**src/rtl/core/clnws_pkg.sv**
```systemverilog
`default_nettype none

package clnws_pkg;

    // Fixed field widths
    localparam int OPCODE_W = 3;
    localparam int BYTE_W   = 8;
    localparam int NIB_W    = 4;
    localparam int COLUMN_W = 5;
    localparam int ROW_W    = 2;
    localparam int WAIT_W   = 17;

    // Back-end step counter (init script is the longest job: 15 steps)
    localparam int STEP_W = 4;
    localparam logic [STEP_W-1:0] INIT_LAST_STEP  = 4'd14;
    localparam logic [STEP_W-1:0] INIT_BYTE_START = 4'd5;
    localparam logic [STEP_W-1:0] WAKE_LAST_STEP  = 4'd3;
    localparam logic [STEP_W-1:0] MODE_STEP       = 4'd4;
    localparam logic [STEP_W-1:0] BYTES_LAST_STEP = 4'd3;
    localparam logic [STEP_W-1:0] MAIN_ONLY_START = 4'd2;

    // Job queue depth
    localparam int QUEUE_DEPTH = 2;
    localparam int QPTR_W      = (QUEUE_DEPTH > 1) ? $clog2(QUEUE_DEPTH) : 1;
    localparam int QCNT_W      = $clog2(QUEUE_DEPTH + 1);

    // Defaults
    localparam int LINE_WIDTH_DEFAULT = 16;
    localparam logic [BYTE_W-1:0] CTRL_RESET = 8'h0C;

    // Wait times in microseconds
    localparam logic [WAIT_W-1:0] WAIT_POWERUP = 17'd100000;
    localparam logic [WAIT_W-1:0] WAIT_CMD     = 17'd5000;
    localparam logic [WAIT_W-1:0] WAIT_DATA    = 17'd50;
    localparam logic [WAIT_W-1:0] WAIT_NONE    = 17'd0;

    // LCD command bytes and nibbles
    localparam logic [NIB_W-1:0]  NIB_WAKE      = 4'h3;
    localparam logic [NIB_W-1:0]  NIB_BUS4      = 4'h2;
    localparam logic [BYTE_W-1:0] CMD_FUNC_SET  = 8'h28;
    localparam logic [BYTE_W-1:0] CMD_DISP_OFF  = 8'h08;
    localparam logic [BYTE_W-1:0] CMD_CLEAR     = 8'h01;
    localparam logic [BYTE_W-1:0] CMD_ENTRY     = 8'h06;
    localparam logic [BYTE_W-1:0] CMD_SET_DDRAM = 8'h80;
    localparam logic [BYTE_W-1:0] CMD_LINE2     = 8'hC0;
    localparam logic [BYTE_W-1:0] ROW1_BITS     = 8'h40;
    localparam logic [BYTE_W-1:0] ROW2_BITS     = 8'h60;
    localparam logic [BYTE_W-1:0] ROW3_BITS     = 8'h20;

    typedef enum logic [OPCODE_W-1:0] {
        OP_INIT   = 3'd0,
        OP_CMD    = 3'd1,
        OP_DATA   = 3'd2,
        OP_CURSOR = 3'd3,
        OP_STRING = 3'd4
    } opcode_t;

    typedef enum logic {
        RS_INSTR = 1'b0,
        RS_DATA  = 1'b1
    } rs_t;

    typedef struct packed {
        logic [OPCODE_W-1:0] opcode;
        logic [BYTE_W-1:0]   value;
        logic [COLUMN_W-1:0] column;
        logic [ROW_W-1:0]    row;
        logic                first_of_string;
    } in_item_t;

    typedef struct packed {
        logic [NIB_W-1:0]  nibble;
        logic              reg_select;
        logic              strobe_res;
        logic [WAIT_W-1:0] wait_us;
        logic              last;
    } out_item_t;

    // Work unit passed from front to back
    typedef struct packed {
        logic              init;      // play power-up script
        logic              has_pre;   // send pre_byte as a command first
        logic [BYTE_W-1:0] pre_byte;
        logic [BYTE_W-1:0] main_byte;
        rs_t               main_rs;
    } job_t;

    typedef struct packed {
        logic full;
        logic empty;
    } q_stat_t;

    function automatic logic [BYTE_W-1:0] row_bits(input logic [ROW_W-1:0] row);
        logic [BYTE_W-1:0] r;
        case (row)
            2'd1:    r = ROW1_BITS;
            2'd2:    r = ROW2_BITS;
            2'd3:    r = ROW3_BITS;
            default: r = '0;
        endcase
        return r;
    endfunction

    function automatic logic [BYTE_W-1:0] init_byte(input logic [2:0] idx,
                                                    input logic [BYTE_W-1:0] ctrl);
        logic [BYTE_W-1:0] b;
        case (idx)
            3'd0:    b = CMD_FUNC_SET;
            3'd1:    b = CMD_DISP_OFF;
            3'd2:    b = CMD_CLEAR;
            3'd3:    b = CMD_ENTRY;
            default: b = ctrl;
        endcase
        return b;
    endfunction

endpackage

`default_nettype wire

```
**src/rtl/core/clnws_front.sv**
```systemverilog
`default_nettype none

module clnws_front #(
    parameter int LINE_WIDTH = clnws_pkg::LINE_WIDTH_DEFAULT
) (
    input  wire logic                clk,
    input  wire logic                rst_n,
    input  wire logic                in_valid,
    output logic                     in_ready,
    input  wire clnws_pkg::in_item_t in_data,
    input  wire clnws_pkg::q_stat_t  q_stat,
    output logic                     push,
    output clnws_pkg::job_t          job
);

    localparam int COL_W = $clog2(LINE_WIDTH + 1);
    localparam logic [COL_W-1:0] LINE_END = COL_W'(LINE_WIDTH);

    logic [COL_W-1:0] col_reg, col_next, col_eff;
    logic             row_reg, row_next, row_eff;
    logic             stop_reg, stop_next, stop_eff;
    logic             job_valid;
    logic             accept;

    assign in_ready = !q_stat.full;
    assign accept   = in_valid && in_ready;
    assign push     = accept && job_valid;

    always_comb
    begin
        col_next  = col_reg;
        row_next  = row_reg;
        stop_next = stop_reg;
        job_valid = 1'b0;
        job       = '0;
        job.main_byte = in_data.value;
        job.main_rs   = clnws_pkg::RS_INSTR;

        // string cursor as seen after an optional restart at home
        col_eff  = in_data.first_of_string ? '0 : col_reg;
        row_eff  = in_data.first_of_string ? 1'b0 : row_reg;
        stop_eff = in_data.first_of_string ? 1'b0 : stop_reg;

        case (in_data.opcode)
            clnws_pkg::OP_INIT:
            begin
                job.init  = 1'b1;
                job_valid = 1'b1;
            end
            clnws_pkg::OP_CMD:
            begin
                job_valid = 1'b1;
            end
            clnws_pkg::OP_DATA:
            begin
                job.main_rs = clnws_pkg::RS_DATA;
                job_valid   = 1'b1;
            end
            clnws_pkg::OP_CURSOR:
            begin
                if (32'(in_data.column) < 32'(LINE_WIDTH))
                begin
                    job.main_byte = clnws_pkg::CMD_SET_DDRAM
                                  | clnws_pkg::BYTE_W'(in_data.column)
                                  | clnws_pkg::row_bits(in_data.row);
                    job_valid     = 1'b1;
                end
            end
            clnws_pkg::OP_STRING:
            begin
                job.has_pre  = in_data.first_of_string;
                job.pre_byte = clnws_pkg::CMD_SET_DDRAM;
                job.main_rs  = clnws_pkg::RS_DATA;
                col_next     = col_eff;
                row_next     = row_eff;
                stop_next    = stop_eff;
                if (!stop_eff)
                begin
                    if (col_eff == LINE_END)
                    begin
                        if (!row_eff)
                        begin
                            // wrap to line two, then place the char at column 0
                            job.has_pre  = 1'b1;
                            job.pre_byte = clnws_pkg::CMD_LINE2;
                            job_valid    = 1'b1;
                            row_next     = 1'b1;
                            col_next     = COL_W'(1);
                        end
                        else
                        begin
                            stop_next = 1'b1;
                        end
                    end
                    else
                    begin
                        job_valid = 1'b1;
                        col_next  = col_eff + 1'b1;
                    end
                end
                else
                begin
                    // home command alone never happens: a restart clears stop
                    job_valid = job.has_pre;
                end
            end
            default:
            begin
                job_valid = 1'b0;
            end
        endcase
    end

    always_ff @(posedge clk or negedge rst_n)
    begin
        if (!rst_n)
        begin
            col_reg  <= '0;
            row_reg  <= 1'b0;
            stop_reg <= 1'b0;
        end
        else if (accept)
        begin
            col_reg  <= col_next;
            row_reg  <= row_next;
            stop_reg <= stop_next;
        end
    end

endmodule

`default_nettype wire

```
**src/rtl/core/clnws_queue.sv**
```systemverilog
`default_nettype none

module clnws_queue (
    input  wire logic               clk,
    input  wire logic               rst_n,
    input  wire logic               push,
    input  wire clnws_pkg::job_t    push_job,
    input  wire logic               pop,
    output clnws_pkg::job_t         head,
    output clnws_pkg::q_stat_t      q_stat
);

    clnws_pkg::job_t entry_reg [clnws_pkg::QUEUE_DEPTH];

    logic [clnws_pkg::QPTR_W-1:0] wr_ptr_reg, wr_ptr_next;
    logic [clnws_pkg::QPTR_W-1:0] rd_ptr_reg, rd_ptr_next;
    logic [clnws_pkg::QCNT_W-1:0] count_reg, count_next;

    function automatic logic [clnws_pkg::QPTR_W-1:0] ptr_inc(
        input logic [clnws_pkg::QPTR_W-1:0] p);
        logic [clnws_pkg::QPTR_W-1:0] r;
        if (32'(p) == clnws_pkg::QUEUE_DEPTH - 1)
            r = '0;
        else
            r = p + 1'b1;
        return r;
    endfunction

    assign head         = entry_reg[rd_ptr_reg];
    assign q_stat.full  = (count_reg == clnws_pkg::QCNT_W'(clnws_pkg::QUEUE_DEPTH));
    assign q_stat.empty = (count_reg == '0);

    always_comb
    begin
        wr_ptr_next = push ? ptr_inc(wr_ptr_reg) : wr_ptr_reg;
        rd_ptr_next = pop  ? ptr_inc(rd_ptr_reg) : rd_ptr_reg;
        count_next  = count_reg;
        if (push && !pop)
            count_next = count_reg + 1'b1;
        else if (pop && !push)
            count_next = count_reg - 1'b1;
    end

    always_ff @(posedge clk or negedge rst_n)
    begin
        if (!rst_n)
        begin
            wr_ptr_reg <= '0;
            rd_ptr_reg <= '0;
            count_reg  <= '0;
        end
        else
        begin
            wr_ptr_reg <= wr_ptr_next;
            rd_ptr_reg <= rd_ptr_next;
            count_reg  <= count_next;
        end
    end

    always_ff @(posedge clk)
    begin
        if (push)
            entry_reg[wr_ptr_reg] <= push_job;
    end

endmodule

`default_nettype wire

```
**src/rtl/core/clnws_back.sv**
```systemverilog
`default_nettype none

module clnws_back (
    input  wire logic                          clk,
    input  wire logic                          rst_n,
    input  wire clnws_pkg::job_t               head,
    input  wire clnws_pkg::q_stat_t            q_stat,
    output logic                               pop,
    input  wire logic [clnws_pkg::BYTE_W-1:0]  ctrl_byte,
    output logic                               out_valid,
    input  wire logic                          out_ready,
    output clnws_pkg::out_item_t               out_data
);

    logic [clnws_pkg::STEP_W-1:0] step_reg, step_next;
    logic [clnws_pkg::STEP_W-1:0] eff_step;
    logic [clnws_pkg::STEP_W-1:0] init_k;
    logic [clnws_pkg::BYTE_W-1:0] cur_byte;
    logic                         out_valid_reg, out_valid_next;
    clnws_pkg::out_item_t         out_data_reg, out_data_next;
    clnws_pkg::out_item_t         step_item;
    logic                         load;

    assign load     = !q_stat.empty && (!out_valid_reg || out_ready);
    assign eff_step = head.init ? step_reg
                    : step_reg + (head.has_pre ? '0 : clnws_pkg::MAIN_ONLY_START);
    assign init_k   = step_reg - clnws_pkg::INIT_BYTE_START;

    // Decode the current step of the head job into one pin-level result
    always_comb
    begin
        step_item            = '0;
        step_item.strobe_res = 1'b1;
        cur_byte             = '0;
        if (head.init)
        begin
            step_item.last = (step_reg == clnws_pkg::INIT_LAST_STEP);
            if (step_reg == '0)
            begin
                step_item.strobe_res = 1'b0;
                step_item.wait_us    = clnws_pkg::WAIT_POWERUP;
            end
            else if (step_reg <= clnws_pkg::WAKE_LAST_STEP)
            begin
                step_item.nibble  = clnws_pkg::NIB_WAKE;
                step_item.wait_us = clnws_pkg::WAIT_CMD;
            end
            else if (step_reg == clnws_pkg::MODE_STEP)
            begin
                step_item.nibble  = clnws_pkg::NIB_BUS4;
                step_item.wait_us = clnws_pkg::WAIT_CMD;
            end
            else
            begin
                cur_byte          = clnws_pkg::init_byte(init_k[3:1], ctrl_byte);
                step_item.nibble  = init_k[0] ? cur_byte[3:0] : cur_byte[7:4];
                step_item.wait_us = init_k[0] ? clnws_pkg::WAIT_CMD
                                              : clnws_pkg::WAIT_NONE;
            end
        end
        else
        begin
            step_item.last       = (eff_step == clnws_pkg::BYTES_LAST_STEP);
            cur_byte             = eff_step[1] ? head.main_byte : head.pre_byte;
            step_item.reg_select = eff_step[1] ? head.main_rs : clnws_pkg::RS_INSTR;
            step_item.nibble     = eff_step[0] ? cur_byte[3:0] : cur_byte[7:4];
            if (!eff_step[0])
                step_item.wait_us = clnws_pkg::WAIT_NONE;
            else if (step_item.reg_select == clnws_pkg::RS_DATA)
                step_item.wait_us = clnws_pkg::WAIT_DATA;
            else
                step_item.wait_us = clnws_pkg::WAIT_CMD;
        end
    end

    always_comb
    begin
        pop            = load && step_item.last;
        step_next      = step_reg;
        out_valid_next = out_valid_reg;
        out_data_next  = out_data_reg;
        if (load)
        begin
            step_next      = step_item.last ? '0 : step_reg + 1'b1;
            out_valid_next = 1'b1;
            out_data_next  = step_item;
        end
        else if (out_ready)
        begin
            out_valid_next = 1'b0;
        end
    end

    always_ff @(posedge clk or negedge rst_n)
    begin
        if (!rst_n)
        begin
            step_reg      <= '0;
            out_valid_reg <= 1'b0;
        end
        else
        begin
            step_reg      <= step_next;
            out_valid_reg <= out_valid_next;
        end
    end

    always_ff @(posedge clk)
    begin
        out_data_reg <= out_data_next;
    end

    assign out_valid = out_valid_reg;
    assign out_data  = out_data_reg;

endmodule

`default_nettype wire

```
**src/rtl/core/char_lcd_nibble_write_sequencer.sv**
```systemverilog
`default_nettype none

// Channel | Direction | Handshake            | Payload
// --------+-----------+----------------------+--------------------------------
// in      | input     | in_valid / in_ready  | in_data  (clnws_pkg::in_item_t)
// out     | output    | out_valid / out_ready| out_data (clnws_pkg::out_item_t)
// cfg     | input     | cfg_we (no wait)     | cfg_wdata (display control byte)
//
// Cycles: the back end emits one LCD step per cycle while out_ready is high,
// through the single output register. An init request has 15 steps, a byte
// request 2 or 4; a request that makes no steps pushes no job.
// Reset: rst_n async low; clears string cursor, queue and output valid; the
// display control register returns to 0x0C.
// Stalls: a 2-entry job queue parts front and back; in_ready drops only when it
// is full, so new transactions are taken while results wait on out_ready.

module char_lcd_nibble_write_sequencer #(
    parameter int LINE_WIDTH = clnws_pkg::LINE_WIDTH_DEFAULT
) (
    input  wire logic                          clk,
    input  wire logic                          rst_n,
    input  wire logic                          in_valid,
    output logic                               in_ready,
    input  wire clnws_pkg::in_item_t           in_data,
    output logic                               out_valid,
    input  wire logic                          out_ready,
    output clnws_pkg::out_item_t               out_data,
    input  wire logic                          cfg_we,
    input  wire logic [clnws_pkg::BYTE_W-1:0]  cfg_wdata
);

    // Display control byte: last command of the init script
    logic [clnws_pkg::BYTE_W-1:0] ctrl_reg, ctrl_next;

    clnws_pkg::job_t    push_job;
    clnws_pkg::job_t    head_job;
    clnws_pkg::q_stat_t q_stat;
    logic               q_push;
    logic               q_pop;

    assign ctrl_next = cfg_we ? cfg_wdata : ctrl_reg;

    always_ff @(posedge clk or negedge rst_n)
    begin
        if (!rst_n)
            ctrl_reg <= clnws_pkg::CTRL_RESET;
        else
            ctrl_reg <= ctrl_next;
    end

    // Front: classify each transaction, track string cursor, build a job
    clnws_front #(
        .LINE_WIDTH (LINE_WIDTH)
    ) u_front (
        .clk      (clk),
        .rst_n    (rst_n),
        .in_valid (in_valid),
        .in_ready (in_ready),
        .in_data  (in_data),
        .q_stat   (q_stat),
        .push     (q_push),
        .job      (push_job)
    );

    // Short job queue so front and back stall independently
    clnws_queue u_queue (
        .clk      (clk),
        .rst_n    (rst_n),
        .push     (q_push),
        .push_job (push_job),
        .pop      (q_pop),
        .head     (head_job),
        .q_stat   (q_stat)
    );

    // Back: walk the head job one nibble step per cycle, while out_ready allows, into the output register
    clnws_back u_back (
        .clk       (clk),
        .rst_n     (rst_n),
        .head      (head_job),
        .q_stat    (q_stat),
        .pop       (q_pop),
        .ctrl_byte (ctrl_reg),
        .out_valid (out_valid),
        .out_ready (out_ready),
        .out_data  (out_data)
    );

    // A wait-only step only opens the init script and is never the final step
    assert property (@(posedge clk) disable iff (!rst_n)
        out_valid && !out_data.strobe_res |->
            !out_data.last && out_data.wait_us == clnws_pkg::WAIT_POWERUP)
        else $error("wait-only step outside init script");

    // An upper nibble (no wait) always has its lower half after it
    assert property (@(posedge clk) disable iff (!rst_n)
        out_valid && out_data.strobe_res && out_data.wait_us == clnws_pkg::WAIT_NONE
            |-> !out_data.last)
        else $error("upper nibble flagged as last step");

    // The front never pushes into a full queue
    assert property (@(posedge clk) disable iff (!rst_n)
        q_push |-> !q_stat.full)
        else $error("job queue overflow");

    // Popping needs a job at the head
    assert property (@(posedge clk) disable iff (!rst_n)
        q_pop |-> !q_stat.empty)
        else $error("job queue underflow");

endmodule

`default_nettype wire

```
**config.mk**
```make
export PLATFORM = sky130hd
export DESIGN_NAME = char_lcd_nibble_write_sequencer
export DESIGN_NICKNAME = d
export VERILOG_FILES = /design/src/rtl/core/clnws_pkg.sv /design/src/rtl/core/clnws_front.sv /design/src/rtl/core/clnws_queue.sv /design/src/rtl/core/clnws_back.sv /design/src/rtl/core/char_lcd_nibble_write_sequencer.sv
export SDC_FILE = /design/constraint.sdc
export NUM_CORES = 1
export LEC_CHECK = 0
export BUFFER_PORTS_ARGS = -buffer_cell sky130_fd_sc_hd__buf_2
export CAP_MARGIN = 30
export CORE_ASPECT_RATIO = 0.5
export CORE_MARGIN = 4
export CORE_UTILIZATION = 56
export DETAILED_ROUTE_END_ITERATION = 7
export PLACE_DENSITY = 0.8
export RECOVER_POWER = 100
export SYNTH_ARGS = -nofsm -noshare
export SYNTH_HDL_FRONTEND = slang
export SYNTH_SLANG_ARGS = --single-unit
```
**constraint.sdc**
```tcl
create_clock -name clk -period 3.45 [get_ports clk]
set_input_delay 0.1725 -clock clk [delete_from_list [all_inputs] [get_ports clk]]
set_output_delay 0.1725 -clock clk [all_outputs]
set_load 0.01 [all_outputs]
```
=== Yosys cells after proc, flatten, opt, wreduce, memory -nomap -nowiden ===
Memories as Yosys holds them, arrays and structs flattened.
Cells that the tools add are included.

* Bits in registers: 48
* Memory bits (writable): 38
* Input port bits: 32
* Output and inout bits: 26
* Word-level logic and storage cells: 117
* Memories: 1

* $add $sub $neg: 8
* Order comparisons: 2
* Eq/ne operators: 15
* Multiplexer cells: 55
* Bitwise logic cells: 1
* Reductions and logical operators: 21

{| class="wikitable"
|+ Memory list
! memory !! depth !! width !! rd ports !! clocked after memory_dff !! write ports !! line !! source
|-
| u_queue.entry_reg || 2 || 19 || 1 || 0 || 1 || clnws_queue.sv:13 || <nowiki>clnws_pkg::job_t entry_reg [clnws_pkg::QUEUE_DEPTH];</nowiki>
|}

{| class="wikitable"
|+ Operator list
! operator !! number
|-
| 2-to-1 mux 17 bit || 3
|-
| 2-to-1 mux 8 bit || 5
|-
| 2-to-1 mux 13 bit || 3
|-
| 2-to-1 mux 9 bit || 4
|-
| 2-to-1 mux 4 bit || 8
|-
| case mux 8 bit (4 select lines) || 1
|-
| 2-to-1 mux 1 bit || 21
|-
| case mux 7 bit (3 select lines) || 1
|-
| 2-to-1 mux 5 bit || 4
|-
| 2-to-1 mux 18 bit || 1
|-
| == test 3 x 2 -> 1 bit (second input constant) || 4
|-
| bitwise OR 8 bit || 1
|-
| == test 2 bit (second input constant) || 3
|-
| == test 3 x 1 -> 1 bit (second input constant) || 2
|-
| logical AND 1 bit || 6
|-
| zero test 3 bit || 2
|-
| 2-to-1 mux 2 bit || 3
|-
| adder 5 x 1 -> 5 bit (second input constant) || 1
|-
| == test 5 bit (second input constant) || 1
|-
| zero test 1 bit || 5
|-
| less-than comparator 5 bit (second input constant) || 1
|-
| adder 4 x 1 -> 4 bit (second input constant) || 1
|-
| adder 4 bit || 1
|-
| == test 4 x 2 -> 1 bit (second input constant) || 1
|-
| other kinds (17) || 19
|}

=== Logic depth before layout (Yosys ltp) ===
Gate-level depths: netlist (run 1).
An unclocked memory read counts as a cell.

* Word-level depth: 12
* Depth in mapped cells: 12
* Mapped depth without buffers: 10

=== Cells and area by module ===
Synthesis (run 1) repeated with hierarchy kept, for this count alone.

* Cells, all modules: 313
* Area, all modules: 4002.6 um2

{| class="wikitable"
|+ Modules (own cells, without submodules)
! module !! times used !! cells each !! area each (um2) !! seq. area each (um2)
|-
| clnws_queue || 1 || 75 || 1637.8 || 1241.2
|-
| clnws_back || 1 || 128 || 1293.7 || 485.5
|-
| clnws_front || 1 || 93 || 737.0 || 175.2
|-
| char_lcd_nibble_write_sequencer || 1 || 17 || 334.1 || 202.7
|}

=== Least setup slack after synthesis (run 1) ===
No wires, ideal clock.

* Path type: flip-flop to flip-flop
* From: register u_queue.rd_ptr_reg
* To: register u_queue.count_reg[1] (netlist bit)
* Setup time: 79 ps
* Data arrival time: 2386 ps
* Required time: 3371 ps
* Path slack: 984 ps
* Stages on the path, launching flop included: 11
* Path buffers: 1
* Period minus slack after synthesis: 2466 ps
* Cell sequence: dfrtp_1 > buf_2 > mux2i_1 > ha_1 > nand3_1 > o32ai_4 > nand2_1 > ha_1 > xor2_1 > nor2_1 > xor2_1

{| class="wikitable"
|+ RTL lines
! item !! line !! source
|-
| start: declaration || clnws_queue.sv:16 || <nowiki>logic [clnws_pkg::QPTR_W-1:0] rd_ptr_reg, rd_ptr_next;</nowiki>
|-
| start signal: assignment || clnws_queue.sv:55 || <nowiki>rd_ptr_reg <= rd_ptr_next;</nowiki>
|-
| end signal: assignment || clnws_queue.sv:56 || <nowiki>count_reg <= count_next;</nowiki>
|-
| end: declaration || clnws_queue.sv:17 || <nowiki>logic [clnws_pkg::QCNT_W-1:0] count_reg, count_next;</nowiki>
|}

==> results.cfg, run 1 <==
[drt]
vias = 2249
viasPerCell = 5.69
dr.pass1.iters = 4
ant_nets = 0
drt_iter0_drc = 214
wirelength_um = 6380
drc = 0
wl_per_cell_um = 16.1

[placement]
gp_congestion = 0.837
placedCellCount = 378
dp_slack_ns = 0.574
port-buffer-count = 51
dp_hpwl_um = 4420

[final_layout]
final_common_cell = edfxtp_1
n_antenna_cell = 0
synthToLayoutAreaGrowth_pct = 15.9
finalNetCount = 357
final_cell_mix = edfxtp_1 (38), buf_2 (29), clkbuf_1 (24)
largest_register_ffs = 26
drive_gt1_share_pct = 18.3
fin_cells = 395

[global_routing]
antenna_found_initial = 0
grt_pass1_vias = 2006
grt_pass1_wl_um = 9850
busiest_layer = met2
gr-usage-met3_pct = 7.56
grt_max_degree = 25
grt_use_met2_pct = 28.2
grt_usage_pct = 18.8
gr-total-overflow = 0
use_met1_pct = 24.8

[clocking]
cts_setup_buffers = 0
clk_latency_ns = 0.32
clkTransAtPathRegs_ns = 0.05
tritoncts = done
clock_path_buffers = 2
cts-root-buf = clkbuf_16
ctsResizeCount = 0
cts_hold_buf = 1
h-tree-depth = 3
cts_made_buffers = 9
numClockSinks = 62

[critical_path]
rrSetupSlack_ns = 0.53
reg2reg_depth = 9
worstPathMaxFanout = 13
worstSetupPathType = reg -> reg
worstSetupStartpoint = u_queue.rd_ptr_reg
reg2reg_to = u_queue.count_reg[1]
crit_required_ns = 3.70
rr_startpoint = u_queue.rd_ptr_reg
critPathLaunchType = flop
endpoint_kind = flop
arrival_ns = 3.17

[die]
start_util_pct = 58.1
io-pin-count = 58
fp.dieH_um = 61.5
rows = 19
core_area_um2 = 5520
dieArea_um2 = 7070
die_w_um = 115

[timing]
slew_violations = 0
setup_viol_count_final = 0
hold_ws_ns = 0.0809
fin_ws_ns = 0.531
fmax_mhz = 343
hold_viol_final = 0
fin_skew_ns = 0.00540
max-slew-margin-rel_pct = 10.6
tightest_slew_ns = 1.34
min_period_ns = 2.92
min_period_over_period_pct = 84.6
fin_tns_setup_ns = 0
rsz0062_at_grt = false

[power]
pwr-share-comb_pct = 32.1
p_seq_share_pct = 39.6
finalPower_mw = 3.13
intPower_mw = 2.02
clock_power_share_pct = 28.3
swShare_pct = 35.4
p_leak_nw = 1.46
max-vdd-ir-drop_mv = 0.587
p_sw_mw = 1.11
p_per_area_nw_per_um2 = 841

[yosys]
netlist_area_um2 = 3210
seq_area_frac_synth_pct = 54.4
synth_ff_type = edfxtp_1
avgSynthCellArea_um2 = 11.8
synth_seq_cells = 62
yosysUniqueCellTypes = 57
synth_edf_count = 38
yosys_warnings = 0
synthArstFlopShare_pct = 38.7
netlist_instances = 271

[min_path]
hold_path.class = in -> reg
hp-start = cfg_wdata[3]
hold_depth = 3
holdPathEnd = ctrl_reg[3]

[outcome]
status = finished, final reports clean

[flow_run]
cap_violations = 0
power by group through the flow:
stage | clock (mW) | combinational, mW | sequential, mW
finish | 0.885 | 1.00 | 1.24
global route | 0.937 | 1.10 | 1.27
CTS | 0.902 | 1.04 | 1.23
detailed placement | 0 | 1.03 | 1.24
global placement | 0 | 0.993 | 1.23
floorplan | 0 | 0.840 | 1.17
cell type report:
type                            instances  area [um2]
Inverter                               12        45.0
Multi-Input combinational cell        177        1280
Sequential cell                        62        1740
Fill cell                             419        1800
Tap cell                               73        91.3
Clock buffer                           10         239
Clock inverter                          6        61.3
Timing Repair Buffer                   55         253
cells in the mapped netlist, types with 8 or more instances:
| library cell | instances | area, um2 |
|---|---|---|
| nand2_1 | 16 | 60.1 |
| clkbuf_1 | 9 | 33.8 |
| dfrtp_1 | 22 | 551 |
| edfxtp_1 | 38 | 1140 |
| buf_4 | 12 | 90.1 |
| o21ai_0 | 15 | 75.1 |
| ha_1 | 8 | 100 |
| nor2_1 | 14 | 52.6 |
| a21oi_1 | 11 | 55.1 |
| mux2_2 | 13 | 146 |
| inv_1 | 12 | 45.0 |
layer usage:
| layer | share of wire, % | vias up |
|---|---|---|
| li1 | - | 1085 |
| met5 | 0 | - |
| met2 | 44 | 87 |
| met3 | 7.9 | 12 |
| met4 | 1.4 | 0 |
| met1 | 46 | 1065 |
cell families (layout without fill, tap and decap cells):
group / after synthesis / count (layout) / share of synthesized area [%]
AND/OR/NAND/NOR: 74 / 74 / 12.8
multiplexers: 23 / 23 / 9.25
XOR/XNOR: 10 / 10 / 2.73
flip-flops: 62 / 62 / 54.4
adder cells (fa/ha/maj): 8 / 8 / 3.12
other: 1 / 6 / 0.117
AO/OA/AOI/OAI: 56 / 56 / 11.7
buffers and inverters: 37 / 83 / 5.85
how the worst max path moves through the flow:
stage	to	slack, ns	cells past startpoint
floorplan	u_queue.count_reg[1]	0.98	10
global placement	u_queue.count_reg[1]	0.70	9
detailed placement	u_queue.count_reg[1]	0.57	9
CTS	u_queue.count_reg[1]	0.54	9
global route	u_queue.count_reg[1]	0.28	9
finish	u_queue.count_reg[1]	0.53	9
stage by stage:
step / utilization (%) / area, um2
floorplan: - / 3220
global placement: 62.6 / 3450
CTS: 68.2 / 3760
global route: 67.4 / 3720
detailed placement: 62.6 / 3450
finish: 67.4 / 3720
critical path, cell delays in order, from the launching register on:
cell and delay [ns]:
dfrtp_1 0.76, mux2i_1 0.17, ha_1 0.43, nand3_1 0.21
o32ai_4 0.45, nand2_1 0.16, ha_1 0.23, xor2_1 0.15
nor2_1 0.12, xor2_1 0.15
Power figures use the tool's default switching activity.
==> run 2, diff against run 1 <==
--- a/config.mk
+++ b/config.mk
@@ -9,9 +9,9 @@
 export CAP_MARGIN = 30
 export CORE_ASPECT_RATIO = 0.5
 export CORE_MARGIN = 4
-export CORE_UTILIZATION = 56
+export CORE_UTILIZATION = 50
 export DETAILED_ROUTE_END_ITERATION = 7
-export PLACE_DENSITY = 0.8
+export PLACE_DENSITY = 0.76
 export RECOVER_POWER = 100
 export SYNTH_ARGS = -nofsm -noshare
 export SYNTH_HDL_FRONTEND = slang
==> constraint.sdc (replaced) <==
create_clock -name clk -period 2.37 [get_ports clk]
set_input_delay 0.1185 -clock clk [delete_from_list [all_inputs] [get_ports clk]]
set_output_delay 0.1185 -clock clk [all_outputs]
set_load 0.01 [all_outputs]
==> results.cfg, run 2 (synthesized netlist as in run 1, its figures left out) <==
[critical_path]
path_cells = inv_1 -> ha_1 -> buf_4 -> nor2_1 -> o21ai_0 -> a211o_1 -> a21boi_0 -> or4_1
worstSetupPathType = reg -> reg
reg2reg_depth = 8
rrSetupSlack_ns = 0.08
worst-path-buf-inv = 2
critPathTopFamily = simple AND/OR/NAND/NOR gates
rr_startpoint = u_back.step_reg[1]
cpPeakStageDelay_ns = 0.52
crit_required_ns = 2.43
slowest_stage = or4_1
reg2reg_to = u_back.out_data[22]
endpoint_kind = flop
critPathLaunchType = flop
worstPathMaxFanout = 10
arrival_ns = 2.36

[drt]
wl_per_cell_um = 15.9
wl_met1_um = 3010
wirelength_um = 6780
dr.pass1.iters = 4
routed-wl-met3_um = 593
dr.max_layer_used = met4
viasPerCell = 5.51
vias = 2349
drc = 0
wl_met2_um = 3120
drt_iter0_drc = 162
ant_nets = 0

[placement]
gp_congestion = 0.878
dp_slack_ns = 0.119
dp_hpwl_um = 4770
placedCellCount = 407
port-buffer-count = 51

[final_layout]
final_common_cell = edfxtp_1
largest_register_ffs = 26
final_cell_mix = edfxtp_1 (38), buf_2 (28), clkbuf_1 (24)
synthToLayoutAreaGrowth_pct = 21.5
nFillCells = 487
fin_cells = 426
finalNetCount = 373
n_antenna_cell = 0
drive_gt1_share_pct = 24.0

[die]
fp.dieH_um = 64.6
start_util_pct = 52.3
dieArea_um2 = 7830
io-pin-count = 58
die_w_um = 121
rows = 20
core_area_um2 = 6130

[clocking]
cts_made_buffers = 9
tritoncts = done
clk_latency_ns = 0.34
cts-root-buf = clkbuf_16
clkTransAtPathRegs_ns = 0.05
clock_path_buffers = 2
numClockSinks = 62
h-tree-depth = 3

[power]
p_per_area_nw_per_um2 = 1240
p_leak_nw = 1.54
max-vdd-ir-drop_mv = 0.517

[min_path]
hp-start = cfg_wdata[6]
hold_path.class = in -> reg
holdPathEnd = ctrl_reg[6]
hold_depth = 2

[timing]
setup_viol_count_final = 0
max-slew-margin-rel_pct = 11.7
fmax_mhz = 436
tightest_slew_ns = 1.32
rsz0062_at_grt = true
min_period_ns = 2.29
hold_viol_final = 0
min_period_over_period_pct = 96.7
slew_violations = 0
fin_ws_ns = 0.0777
fin_skew_ns = 0.00520

[outcome]
status = finished, final reports clean

[global_routing]
grt_usage_pct = 18.2
antenna_found_initial = 0
grt_pass1_vias = 2165
grt_max_degree = 25
gr-total-overflow = 0
grt_pass1_wl_um = 10700

[flow_run]
cap_violations = 0
==> run 2: what timing repair did <==
item,CTS,global route
resized for setup,0,2
setup buffers,0,1
hold buffers,2,0
endpoints found under the setup margin,0,2
endpoints found under the hold margin,23,0
==> run 2: power breakdown <==
| part | leakage [nW] | internal [mW] | switching, mW |
|---|---|---|---|
| clock | 0.136 | 0.813 | 0.486 |
| sequential | 0.633 | 1.50 | 0.214 |
| combinational | 0.769 | 0.776 | 1.03 |
| total | 1.54 | 3.09 | 1.73 |
==> run 2: area by class of cell <==
class	instances	area, um2	share of cell area [%]
well taps	88	110	2.83
repair buffers	71	378	9.70
flip-flops and latches	62	1740	44.8
clock inverters	7	73.8	1.90
clock buffers	9	225	5.78
multi-input cells	177	1320	33.8
inverters	12	45.0	1.16
==> run 2: worst register-to-register path: stages, from the launching register on <==
cell and delay [ns]:
dfrtp_1 0.49, inv_1 0.12, ha_1 0.25, buf_4 0.16, nor2_1 0.05, o21ai_0 0.16, a211o_1 0.16, a21boi_0 0.11
or4_1 0.52
==> run 2: routing by layer <==
layer  vias up  GRT usage [%]
met5         -              0
met4         0           7.96
met3        10           7.76
met2        89           27.0
met1      1127           23.4
li1       1123              -
==> run 2: per-stage QoR <==
stage	hold slack, ns	power, mW	TNS, ns	instance area, um2	util (%)
detailed placement	0.140	3.51	0	3600	58.7
global route	0.0121	5.10	-0.0506	3890	63.5
finish	0.0127	4.81	0	3890	63.5
CTS	0.00461	4.83	0	3920	63.9
floorplan	-0.177	2.96	0	3250	-
global placement	0.126	3.42	0	3600	58.7
==> run 2: worst max path at each step <==
stage | from | endpoint | slack (ns) | cells past startpoint
final | u_back.step_reg[1] | u_back.out_data[22] | 0.08 | 8
after global routing | u_back.step_reg[1] | u_back.out_data[22] | -0.04 | 8
after CTS | u_queue.rd_ptr_reg | u_back.out_data[22] | 0.08 | 6
after detailed placement | u_queue.rd_ptr_reg | u_back.out_data[22] | 0.12 | 6
after global placement | u_queue.rd_ptr_reg | u_back.out_data[22] | 0.22 | 6
after floorplan | u_queue.rd_ptr_reg | u_queue.count_reg[1] | 0.003 | 10
